<file path="src/hdl/dcpc_pkg.sv">
package dcpc_pkg;

    localparam int NUM_TELESCOPES_DEF = 8;
    localparam int NUM_STRIPS_DEF     = 32;
    localparam int FRAC_BITS_DEF      = 16;
    localparam int ADC_BITS_DEF       = 16;

    localparam int TEL_W    = 3;
    localparam int STRIP_W  = 5;
    localparam int POS_W    = 6;
    localparam int CH_W     = 16;
    localparam int EN_W     = 48;
    localparam int CO_W     = 32;
    localparam int RES_W    = 48;
    localparam int ACC_W    = 84;
    localparam int MUL_W    = 33;
    localparam int PROD_W   = 2 * MUL_W;
    localparam int S_DATA_W = 200;
    localparam int CFG_W    = 2;

    // interleaved strip mapping
    localparam int ILV_HALF = 16;
    localparam int ILV_STEP = 2;

    localparam logic signed [RES_W-1:0] RES_MAX = {1'b0, {(RES_W-1){1'b1}}};
    localparam logic signed [RES_W-1:0] RES_MIN = {1'b1, {(RES_W-1){1'b0}}};

    // configuration register indexes
    localparam logic CFG_ORDER = 1'b0;
    localparam logic CFG_ILV   = 1'b1;

    typedef enum logic [1:0] {
        K_LOAD    = 2'd0,
        K_ENERGY  = 2'd1,
        K_TIME    = 2'd2,
        K_REVERSE = 2'd3
    } t_kind;

    typedef enum logic [1:0] {
        ST_OK         = 2'd0,
        ST_SAT        = 2'd1,
        ST_ZERO_SLOPE = 2'd2
    } t_status;

    typedef enum logic [2:0] {
        S_IDLE = 3'd0,
        S_READ = 3'd1,
        S_MUL  = 3'd2,
        S_ACC  = 3'd3,
        S_DIV  = 3'd4,
        S_FIN  = 3'd5,
        S_DONE = 3'd6
    } t_state;

    typedef enum logic [2:0] {
        M_LIN  = 3'd0,
        M_SQR  = 3'd1,
        M_QUAD = 3'd2,
        M_CUBE = 3'd3,
        M_TLO  = 3'd4,
        M_THI  = 3'd5
    } t_step;

    typedef struct packed {
        logic [1:0] order;
        logic       ilv;
    } t_cfg;

    typedef struct packed {
        logic signed [CO_W-1:0] a3;
        logic signed [CO_W-1:0] a2;
        logic signed [CO_W-1:0] icpt;
        logic signed [CO_W-1:0] slope;
    } t_entry;

endpackage

</file>
<file path="src/hdl/dcpc_front.sv">
module dcpc_front #(
    parameter int NUM_TELESCOPES = 8,
    parameter int NUM_STRIPS     = 32,
    parameter int ADC_BITS       = 16,
    parameter int AW             = 8
) (
    input  logic                            i_clk,
    input  logic                            i_rst_n,
    input  dcpc_pkg::t_cfg                  i_cfg,
    input  logic                            i_s_tvalid,
    output logic                            o_s_tready,
    input  logic [1:0]                      i_s_tuser,
    input  logic [dcpc_pkg::S_DATA_W-1:0]   i_s_tdata,
    output logic                            o_q_valid,
    input  logic                            i_q_pop,
    output dcpc_pkg::t_kind                 o_q_kind,
    output logic                            o_q_oob,
    output logic [AW-1:0]                   o_q_addr,
    output logic [dcpc_pkg::CH_W-1:0]       o_q_ch,
    output logic [dcpc_pkg::EN_W-1:0]       o_q_energy,
    output dcpc_pkg::t_entry                o_q_entry
);
    import dcpc_pkg::*;

    localparam int CMD_W = 2 + 1 + AW + CH_W + EN_W + $bits(t_entry);
    localparam logic [CH_W-1:0] CH_MASK = CH_W'((33'd1 << ADC_BITS) - 33'd1);

    t_kind              kind;
    logic [TEL_W-1:0]   tel;
    logic [STRIP_W-1:0] strip;
    logic [POS_W-1:0]   pos;
    logic               oob;
    logic [AW-1:0]      addr;
    t_entry             entry;
    logic [CMD_W-1:0]   cmd;
    logic [CMD_W-1:0]   r_q [2];
    logic               r_wp;
    logic               r_rp;
    logic [1:0]         r_cnt;
    logic               push;

    always_comb begin
        kind  = t_kind'(i_s_tuser);
        tel   = i_s_tdata[2:0];
        strip = i_s_tdata[7:3];
        if (kind == K_LOAD && i_cfg.ilv) begin
            if (int'(strip) < ILV_HALF) begin
                pos = POS_W'(int'(strip) * ILV_STEP + 1);
            end else begin
                pos = POS_W'((int'(strip) - ILV_HALF) * ILV_STEP);
            end
        end else begin
            pos = POS_W'(strip);
        end
        oob  = (int'(tel) >= NUM_TELESCOPES) || (int'(pos) >= NUM_STRIPS);
        addr = AW'(int'(tel) * NUM_STRIPS + int'(pos));
        entry.slope = i_s_tdata[103:72];
        entry.icpt  = i_s_tdata[135:104];
        entry.a2    = (i_cfg.order >= 2'd2) ? i_s_tdata[167:136] : '0;
        entry.a3    = (i_cfg.order == 2'd3) ? i_s_tdata[199:168] : '0;
        cmd = {kind, oob, addr, i_s_tdata[23:8] & CH_MASK, i_s_tdata[71:24], entry};
    end

    assign o_s_tready = (r_cnt != 2'd2);
    assign push       = i_s_tvalid && o_s_tready;
    assign o_q_valid  = (r_cnt != 2'd0);

    always_ff @(posedge i_clk) begin
        if (!i_rst_n) begin
            r_wp  <= 1'b0;
            r_rp  <= 1'b0;
            r_cnt <= 2'd0;
        end else begin
            if (push) begin
                r_wp <= ~r_wp;
            end
            if (i_q_pop) begin
                r_rp <= ~r_rp;
            end
            r_cnt <= r_cnt + {1'b0, push} - {1'b0, i_q_pop};
        end
    end

    always_ff @(posedge i_clk) begin
        if (push) begin
            r_q[r_wp] <= cmd;
        end
    end

    assign {o_q_kind, o_q_oob, o_q_addr, o_q_ch, o_q_energy, o_q_entry} = r_q[r_rp];
endmodule

</file>
<file path="config.mk">
export PLATFORM = sky130hd
export DESIGN_NAME = dcpc_front
export DESIGN_NICKNAME = d
export VERILOG_FILES = /design/src/hdl/dcpc_pkg.sv /design/src/hdl/dcpc_front.sv
export SDC_FILE = /design/constraint.sdc
export NUM_CORES = 1
export LEC_CHECK = 0
export ABC_AREA = 1
export ABC_CLOCK_PERIOD_IN_PS = 22500
export BUFFER_PORTS_ARGS = -buffer_cell sky130_fd_sc_hd__buf_4
export CORE_ASPECT_RATIO = 1.25
export CORE_MARGIN = 2
export CORE_UTILIZATION = 35
export CTS_CLUSTER_SIZE = 24
export DETAILED_ROUTE_END_ITERATION = 12
export PLACE_DENSITY_LB_ADDON = 0.05
export RECOVER_POWER = 50
export SLEW_MARGIN = 30
export SYNTH_ARGS = -nofsm -noshare
export SYNTH_HDL_FRONTEND = slang
export SYNTH_SLANG_ARGS = --single-unit
</file>
<file path="constraint.sdc">
create_clock -name i_clk -period 22.5 [get_ports i_clk]
set_clock_uncertainty 0.2 [all_clocks]
set_input_delay 1.125 -clock i_clk [delete_from_list [all_inputs] [get_ports i_clk]]
set_output_delay 1.125 -clock i_clk [all_outputs]
set_load 0.03 [all_outputs]
</file>
# After elaboration in Yosys (flattened, before gate mapping)
# Memories as Yosys holds them, arrays and structs flattened. A register that Yosys moved wholly into a read port is not among the register bits.
# Index checks and enable logic that the tools add are counted.
# totals
elab_cells	28
reg_bits	4
mem_bits_rw	406
n_memories	1
# classes
bitwise_logic	2
mux	8
order_cmp	3
add_sub_neg	5
n_reduce_logical	4
eq_ne	2
# mem_list
name	depth	word_bits	rd	rd_clocked_by_memory_dff	write_ports	line	text
r_q	2	203	1	1	1	dcpc_front.sv:36	logic [CMD_W-1:0] r_q [2];
# op_table
op	n
$mux W32	2
$mux W6	2
$add A8 B6 Y8	1
$add A6 B1 Y6 const B	1
$ge A6 B6 Y1 const B	1
$lt A5 B5 Y1 const B	1
$sub A5 B5 Y5 const B	1
$mux W1	4
$add A2 B1 Y2	1
$eq A2 B2 Y1 const B	1
$ge A2 B2 Y1 const B	1
$logic_and A1 B1 Y1	2
$logic_not A2 Y1	1
$ne A2 B2 Y1 const B	1
$not A1 Y1	2
$reduce_bool A2 Y1	1
$sub A2 B1 Y2	1

# Longest topological paths before layout
# Gate-level depths: netlist of run 1.
# depth
depth_word	4
ltp_mapped	11
ltp_nobuf	11

# Least setup slack after synthesis of run 1
# OpenSTA, ideal clock, no wires.
# synth_timing
path_kind	input to register
from	input i_s_tvalid
to	memory r_q[1][0] in the netlist's numbering, enable pin
path_buffers	0
t_arrival_ns	9.676
setup_slack_ns	11.854
stages	2
cell_sequence	nand2_1 nor2_1
# synth_between
elab_chain_len	3
# synth_rtl
item	line	text
start: declaration	dcpc_front.sv:10	input logic i_s_tvalid,
$logic_and A1 B1 Y1	dcpc_front.sv:65	assign push = i_s_tvalid && o_s_tready;
$mux W1	dcpc_front.sv:85	if (push) begin
$mux W1 (implied by the code)	dcpc_front.sv:86	r_q[r_wp] <= cmd;
end: declaration	dcpc_front.sv:36	
# Every way passes these cells.

# Worst setup path in the final report of run 1
# layout_timing
from	input i_s_tvalid
to	memory r_q[1][7] in the netlist's numbering, enable pin
# The elaborated chain is that of the path after synthesis.

==> tab_implementation.tex, run 1 <==
\begin{tabular}{lr}
\hline
Metric & Value \\
\hline
\multicolumn{2}{l}{\textbf{Pwr}} \\
Power density normalized to cell area & between 90 and 100 nW/um\^{}2 \\
Cell leakage power & $\sim$7.8 nW \\
Maximum vdd ir drop & about 0.05 mV \\
\multicolumn{2}{l}{\textbf{Floorplanning}} \\
Total I/O pin count & 414 \\
Initial standard-cell utilization of the core & a little over a third \\
Placeable core region & roughly 44000 sq um \\
Width of the chip & around 190 microns \\
Cell row count & between 80 and 90 \\
Die extent in y & 239 microns \\
Floorplan die area & roughly 46000 sq um \\
\multicolumn{2}{l}{\textbf{GRT}} \\
Overall track demand over capacity in global routing & approximately 16\% \\
Initial antenna violation count & 8 \\
Maximum number of pins on one net before global-route repair & approximately 160 \\
Global-route wire length before repair & approximately 54 mm \\
Vias in the first global route & approximately 9100 \\
Aggregate global routing overflow & 0 \\
\multicolumn{2}{l}{\textbf{Run status}} \\
Result of the run & finished with violations \\
Violations in the final reports & max-capacitance violations, max-slew violations \\
\multicolumn{2}{l}{\textbf{Setup path}} \\
Cell count of the worst reg-to-reg path & 6 \\
Category of the worst setup path launch point & input pin \\
Biggest fanout along the worst timing path & about 80 \\
WP data arrival & 5.59 ns \\
Cells along the critical path & clkbuf\_4 -> nand2\_1 -> nor2\_4 -> clkbuf\_1 -> buf\_16 \\
Reg-to-reg slack, setup & approximately 17 ns \\
Max incr delay on CP & 3.65 ns \\
Buf/Inv on CP & 3 \\
Worst flop-to-flop path startpoint & r\_cnt[0] \\
Worst setup path class & input pin to register \\
Gate family responsible for the most delay along the worst path & buffers and inverters \\
Crit-path slowest cell & sky130\_fd\_sc\_hd\_\_clkbuf\_1 \\
Data required, critical path & about 22 ns \\
Endpoint of the worst-slack reg-to-reg timing path & r\_q[1][7] \\
Setup crit end kind & register \\
\multicolumn{2}{l}{\textbf{Clocking}} \\
TritonCTS clock tree & yes \\
CTS Hold Buffers Added & 0 \\
Skew-Pair Late Insertion Delay & around 0.54 ns \\
Cts bufs inserted & between 40 and 50 \\
Total clock sinks & 409 \\
\# H-tree levels & 2 \\
Longest Clk Path Bufs & 3 \\
Clock-pin slew on the worst setup and hold paths & about 0.06 ns \\
Clock Tree Root & sky130\_fd\_sc\_hd\_\_clkbuf\_16 \\
Post-CTS Setup Bufs & 0 \\
Post-CTS resize count & 0 \\
\multicolumn{2}{l}{\textbf{Logic synthesis}} \\
Synth warn & 0 \\
Post-synthesis instance area & about 15000 sq um \\
Syn Area/Cell & 19.0 sq um \\
Cell accounting for the most synthesized area & sky130\_fd\_sc\_hd\_\_edfxtp\_1 \\
Library cells used by synthesis & 17 \\
FF+latch count, synth & 409 \\
Sequential element share of the synthesized area & between 70\% and 80\% \\
Synthesized netlist net count & a little over 1000 \\
Cells after Synth & 814 \\
Synth area leaders & sky130\_fd\_sc\_hd\_\_edfxtp\_1, sky130\_fd\_sc\_hd\_\_mux2\_2, sky130\_fd\_sc\_hd\_\_inv\_1, sky130\_fd\_sc\_hd\_\_buf\_6, sky130\_fd\_sc\_hd\_\_nand2\_1 \\
Synth top area share & between 70\% and 80\% \\
\multicolumn{2}{l}{\textbf{STA}} \\
Relative max-transition margin & -250\% \\
Achievable clock frequency & between 150 and 200 MHz \\
Final Hold Vio Count & 0 \\
Setup repair after global routing missed its margin & false \\
Worst-Margin Slew & about 5.3 ns \\
Final slew viol count & approximately 180 \\
Final Critical Period & $\sim$5.6 ns \\
Share of the cycle needed by the critical path after routing & between 20\% and 30\% \\
Setup WS post-layout & $\sim$17 ns \\
Count of endpoints failing setup in the final report & 0 \\
Aggregate negative setup slack & 0 ns \\
\multicolumn{2}{l}{\textbf{Cells and area}} \\
Cell area after layout & 20200 sq um \\
Area overhead of the layout relative to synthesis & 31.0\% \\
Fillers & around 4000 \\
Fraction of final layout cells sized beyond drive strength 1 & 50.5\% \\
Nets & 1460 \\
Most common cell after layout, fill and taps aside & sky130\_fd\_sc\_hd\_\_edfxtp\_1 \\
Commonest cells after routing, fill and taps aside & sky130\_fd\_sc\_hd\_\_edfxtp\_1, sky130\_fd\_sc\_hd\_\_buf\_4, sky130\_fd\_sc\_hd\_\_mux2\_2, sky130\_fd\_sc\_hd\_\_clkbuf\_4, sky130\_fd\_sc\_hd\_\_inv\_1 \\
Storage element area & between 10000 and 15000 sq um \\
Area taken by multi-input logic gates & $\sim$2700 sq um \\
\multicolumn{2}{l}{\textbf{Route}} \\
Number of iterations in the first detailed-routing pass & 4 \\
Post-DR wirelength/cell & approximately 20 microns \\
Post-detailed-route count of antenna-violating nets & 0 \\
Count of unresolved DRC violations after routing & 0 \\
DRC violation total after the first TritonRoute iteration & 356 \\
Overall via count from detail\_route & 8406 \\
Vias per cell & 4.52 \\
Post-detailed-routing wire length & between 30 and 40 mm \\
\multicolumn{2}{l}{\textbf{Worst hold path}} \\
Worst Hold Endpoint & r\_rp \\
Worst Hold Launch & r\_rp \\
Hold Path Cell Cnt & 2 \\
Worst hold path type & register to register \\
\multicolumn{2}{l}{\textbf{Placement}} \\
Estimated wirelength of the detail-placed design & $\sim$26 mm \\
Pre-CTS setup slack & between 15 and 20 ns \\
Placed instance area & 19100 sq um \\
I/O Buffers & roughly 400 \\
Placer congestion estimate & about 0.75 \\
\multicolumn{2}{l}{\textbf{Flow run}} \\
Max cap viols & 4 \\
\hline
\end{tabular}
## layout make-up
type | count | share of cell area, %
sequential | 409 | 60.4
tap | 572 | 3.54
inverter | 71 | 1.32
clock inverter | 19 | 0.439
clock buffer | 56 | 5.77
antenna | 6 | 0.0742
multi-input combinational | 304 | 13.3
timing repair buffer | 422 | 15.1
## worst max path at each step
stage	startpoint	to	slack, ns	depth (start not counted)
2_1_floorplan	i_s_tvalid	r_q[1][0]	11.85	2
3_3_place_gp	i_s_tvalid	r_q[0][169]	18.12	5
3_5_place_dp	i_s_tvalid	r_q[0][166]	18.16	5
4_1_cts	register	o_q_entry[13]	17.71	4
5_1_grt	i_s_tvalid	r_q[1][7]	16.51	5
6_report	i_s_tvalid	r_q[1][7]	16.87	5
## cell usage after synthesis
cell / instances
sky130_fd_sc_hd__edfxtp_1: 404
sky130_fd_sc_hd__mux2_2: 202
sky130_fd_sc_hd__inv_1: 71
sky130_fd_sc_hd__nand2_1: 52
sky130_fd_sc_hd__nor2_1: 37
sky130_fd_sc_hd__buf_6: 18
sky130_fd_sc_hd__buf_2: 7
sky130_fd_sc_hd__dfxtp_1: 5
sky130_fd_sc_hd__nand3_1: 5
sky130_fd_sc_hd__buf_4: 3
sky130_fd_sc_hd__a21oi_1: 2
sky130_fd_sc_hd__clkbuf_1: 2
sky130_fd_sc_hd__xnor2_1: 2
sky130_fd_sc_hd__conb_1: 1
sky130_fd_sc_hd__ha_1: 1
sky130_fd_sc_hd__nor3_1: 1
sky130_fd_sc_hd__o21ai_0: 1
## worst reg2reg max path, cell delays in order (launching register included)
cell	delay [ns]
sky130_fd_sc_hd__dfxtp_1	0.33
sky130_fd_sc_hd__inv_1	0.05
sky130_fd_sc_hd__nand2_1	0.10
sky130_fd_sc_hd__nand2_1	0.17
sky130_fd_sc_hd__nor2_4	0.12
sky130_fd_sc_hd__clkbuf_1	3.65
sky130_fd_sc_hd__buf_16	0.31
## layer usage
| metal | global-route usage, % | vias up | part of all wire [%] |
|---|---|---|---|
| met3 | 6.30 | 66 | 9.0 |
| met2 | 28.9 | 294 | 54 |
| met1 | 16.4 | 4145 | 34 |
| met5 | 0 | - | 0.080 |
| li1 | - | 3897 | - |
| met4 | 6.46 | 4 | 3.1 |
## stage by stage
step	cells	power, mW	hold WS [ns]	utilization [%]
2_1_floorplan	814	1.17	0.280	-
3_3_place_gp	1777	1.30	0.304	43.6
3_5_place_dp	1777	1.30	0.303	43.6
4_1_cts	1852	1.95	0.319	46.5
5_1_grt	1858	1.99	0.352	46.2
6_report	1859	1.91	0.313	46.2
## cell families after synthesis
| family | count (synthesis) | share of synthesized area, % |
|---|---|---|
| flip-flops | 409 | 79.2 |
| multiplexers | 202 | 14.7 |
| buffers and inverters | 101 | 3.46 |
| AND/OR/NAND/NOR | 95 | 2.36 |
| AO/OA/AOI/OAI | 3 | 0.0971 |
| XOR/XNOR | 2 | 0.113 |
| adder cells (fa/ha/maj) | 1 | 0.0810 |
| other | 1 | 0.0243 |
## where the power goes
| part | internal, mW | total [mW] | switching (mW) |
|---|---|---|---|
| combinational | 0.132 | 0.340 | 0.208 |
| sequential | 0.916 | 0.936 | 0.0197 |
| clock | 0.363 | 0.638 | 0.275 |
## state kept, by name (all words and copies together), names as in the netlist, named ones only
register and cells:
r_rp 1, r_wp 1, r_q 404, r_cnt 2
Note: power is estimated with default switching activity, not from simulation.
==> inputs of run 2 (changes only) <==
- ABC_CLOCK_PERIOD_IN_PS: 22500 -> 4860
- clock period: 22.5 -> 4.86 ns (I/O delays scaled with it)
==> run 2 against run 1 <==
  * The run still ends with max-capacitance violations, max-slew violations left
  * Final area is 11% higher
  * Critical path depth is 1 higher
  * Total power rose to 4.8 times the previous value
  * Sequential power increased to 4.6 times the previous value
  * Non-clock buffer count is 219 higher
  * Hold slack got worse by 0.24 ns
  * Die area is the same
  * Via count increased by 8.6%
  * Flip-flop and latch count stayed put
  * Largest cell class unchanged
  * Largest power group unchanged
  * Highest routed layer unchanged
==> tab_implementation.tex, run 2 (synthesized netlist as in run 1, its figures left out) <==
\begin{tabular}{lr}
\hline
Metric & Value \\
\hline
\multicolumn{2}{l}{\textbf{Clocking}} \\
Post-CTS Setup Bufs & 0 (unchanged) \\
TritonCTS clock tree & yes \\
Total clock sinks & 409 (unchanged) \\
Cts bufs inserted & 43 (+2.4\%) \\
Clock Tree Root & sky130\_fd\_sc\_hd\_\_clkbuf\_16 \\
Clock-pin slew on the worst setup and hold paths & 0.06 ns (about the same) \\
\# H-tree levels & 2 (unchanged) \\
Longest Clk Path Bufs & 3 (unchanged) \\
Skew-Pair Late Insertion Delay & 0.54 ns (about the same) \\
\multicolumn{2}{l}{\textbf{GRT}} \\
Grt met2 use & 27.3\% (-1.6 points) \\
Global-route wire length before repair & 53.4 mm (-0.65\%) \\
Met3 track utilization from global routing & 5.90\% (-0.40 points) \\
Maximum number of pins on one net before global-route repair & 72 (-55\%) \\
Vias in the first global route & 9659 (+6.5\%) \\
Aggregate global routing overflow & 0 (unchanged) \\
Overall track demand over capacity in global routing & 15.5\% (-0.53 points) \\
Initial antenna violation count & 1 (-7) \\
Busiest layer in global routing & met2 \\
Met1 layer usage reported by global route & 17.1\% (+0.73 points) \\
\multicolumn{2}{l}{\textbf{Setup path}} \\
Data required, critical path & 4.86 ns (-17.61 ns) \\
Worst setup path class & register to register \\
Setup crit end kind & register \\
Category of the worst setup path launch point & register \\
Biggest fanout along the worst timing path & 69 (-16\%) \\
WP data arrival & 3.46 ns (-2.13 ns) \\
\multicolumn{2}{l}{\textbf{Route}} \\
Count of unresolved DRC violations after routing & 0 (unchanged) \\
Overall via count from detail\_route & 9126 (+8.6\%) \\
Post-detailed-route count of antenna-violating nets & 0 (unchanged) \\
DRC violation total after the first TritonRoute iteration & 372 (+4.5\%) \\
Number of iterations in the first detailed-routing pass & 4 (unchanged) \\
Vias per cell & 4.41 (-2.5\%) \\
Post-DR wirelength/cell & 17.5 microns (-14\%) \\
Post-detailed-routing wire length & 36.3 mm (-3.8\%) \\
\multicolumn{2}{l}{\textbf{Cells and area}} \\
Area overhead of the layout relative to synthesis & 46.0\% \\
Fillers & 3775 (-5.7\%) \\
Leading registers by flop count & r\_q x404, r\_cnt x2 \\
Nets & 1680 (+15\%) \\
Fraction of final layout cells sized beyond drive strength 1 & 44.0\% (-6.5 points) \\
Final cell utilization of the core & 51.5\% (+5.3 points) \\
ANT cells & 0 (-6) \\
Cell area after layout & 22600 sq um (+11\%) \\
Area taken by multi-input logic gates & 2690 sq um (-0.28\%) \\
Register with the highest flop count & r\_q \\
Most common cell after layout, fill and taps aside & sky130\_fd\_sc\_hd\_\_edfxtp\_1 \\
Commonest cells after routing, fill and taps aside & sky130\_fd\_sc\_hd\_\_edfxtp\_1, sky130\_fd\_sc\_hd\_\_buf\_4, sky130\_fd\_sc\_hd\_\_dlygate4sd3\_1, sky130\_fd\_sc\_hd\_\_mux2\_2, sky130\_fd\_sc\_hd\_\_clkbuf\_4 \\
Max FFs per register & 404 (unchanged) \\
Storage element area & 12200 sq um (unchanged) \\
\multicolumn{2}{l}{\textbf{Pwr}} \\
Proportion of power drawn by the clock network & 33.7\% (+0.4 points) \\
Switching fraction of total power & 25.7\% (-0.50 points) \\
Cell leakage power & 8.80 nW (+13\%) \\
Cell internal pwr & 6.78 mW (+380\%) \\
Power after layout & 9.13 mW (+380\%) \\
Power density normalized to cell area & 405 nW/um\^{}2 (+330\%) \\
Switch Pwr & 2.35 mW (+370\%) \\
Comb power frac & 19.2\% (+1.4 points) \\
Maximum vdd ir drop & 0.295 mV (+500\%) \\
Proportion of power drawn by flip-flops and latches & 47.1\% (-1.8 points) \\
\multicolumn{2}{l}{\textbf{Run status}} \\
Result of the run & finished with violations \\
Violations in the final reports & max-capacitance violations, max-slew violations \\
\multicolumn{2}{l}{\textbf{Floorplanning}} \\
Cell row count & 86 (unchanged) \\
Total I/O pin count & 414 (unchanged) \\
Floorplan die area & 45900 sq um (unchanged) \\
Width of the chip & 192 microns (unchanged) \\
Initial standard-cell utilization of the core & 35.3\% (unchanged) \\
Placeable core region & 43800 sq um (unchanged) \\
Die extent in y & 239 microns (unchanged) \\
\multicolumn{2}{l}{\textbf{STA}} \\
Setup repair after global routing missed its margin & false \\
Final Hold Vio Count & 0 (unchanged) \\
Count of endpoints failing setup in the final report & 0 (unchanged) \\
Achievable clock frequency & roughly 290 MHz \\
Final slew viol count & 14 (-92\%) \\
Worst-Margin Slew & 1.82 ns (-3.44 ns) \\
Relative max-transition margin & -21.6\% (+230 points) \\
Final Critical Period & between 3 and 4 ns \\
Share of the cycle needed by the critical path after routing & 71.3\% \\
\multicolumn{2}{l}{\textbf{Placement}} \\
I/O Buffers & 412 (unchanged) \\
Estimated wirelength of the detail-placed design & 23.6 mm (-8.9\%) \\
Placer congestion estimate & 0.718 (-3.8\%) \\
Placed instance area & 19300 sq um (+0.94\%) \\
\multicolumn{2}{l}{\textbf{Worst hold path}} \\
Worst hold path type & input pin to register \\
\multicolumn{2}{l}{\textbf{Flow run}} \\
Max cap viols & 1 (-3) \\
\hline
\end{tabular}
[run 2: changes by cell type in the layout (fill, tap and decap cells not counted), sizes merged]
cell and delta:
diode -6, clkbuf +39, dlygate4sd3 +213, bufinv +2
buf -32, clkinv -4
[run 2: per-stage QoR]
| stage | TNS [ns] | instances | hold slack (ns) | setup slack [ns] |
|---|---|---|---|---|
| finish | 0 | 2071 | 0.0693 | 1.40 |
| detailed placement | 0 | 1784 | 0.230 | 2.36 |
| global route | 0 | 2071 | 0.0709 | 1.10 |
| global placement | 0 | 1782 | 0.228 | 2.26 |
| floorplan | -776.75 | 814 | 0.136 | -1.93 |
| CTS | 0 | 2071 | 0.0536 | 1.75 |
[run 2: layout make-up]
type                    instances  share of cell area [%]
flip-flops and latches        409                    54.2
repair buffers                641                    23.7
multi-input cells             304                    11.9
clock buffers                  57                    5.28
well taps                     572                    3.17
inverters                      71                    1.18
clock inverters                17                   0.544
[run 2: path summary, 6_finish.rpt]
path,to,start,cells past startpoint,slack (ns)
worst max-delay path,r_q[0][28],r_cnt[0],6,1.40
worst min-delay path,r_q[0][90],i_cfg[2],3,0.07
worst max register to register,r_q[0][28],r_cnt[0],6,1.40
worst min register to register,register,r_rp,2,0.32
[run 2: power groups by stage]
stage	Sequential (mW)	Clock (mW)	Combinational, mW
4_1_cts	4.30	3.20	1.83
3_3_place_gp	4.36	0	1.66
3_5_place_dp	4.37	0	1.67
5_1_grt	4.33	3.33	1.87
6_report	4.30	3.08	1.75
2_1_floorplan	4.39	0	0.997
[run 2: layer usage]
layer,share of wire (%),wire length [microns]
met3,8.3,3010
met4,2.6,930
met2,51,18700
met5,0.036,13
met1,38,13700
[run 2: worst max-delay path, stage by stage, from the launching register on]
cell	delay [ns]
sky130_fd_sc_hd__dfxtp_1	0.32
sky130_fd_sc_hd__inv_1	0.05
sky130_fd_sc_hd__nand2_1	0.09
sky130_fd_sc_hd__nand2_1	0.14
sky130_fd_sc_hd__nor2_1	1.01
sky130_fd_sc_hd__clkbuf_1	0.81
sky130_fd_sc_hd__buf_12	0.47
[run 2: timing repair]
action	CTS	global route
hold buffers	213	0
hold endpoints to repair	409	0
gates resized for setup	0	0
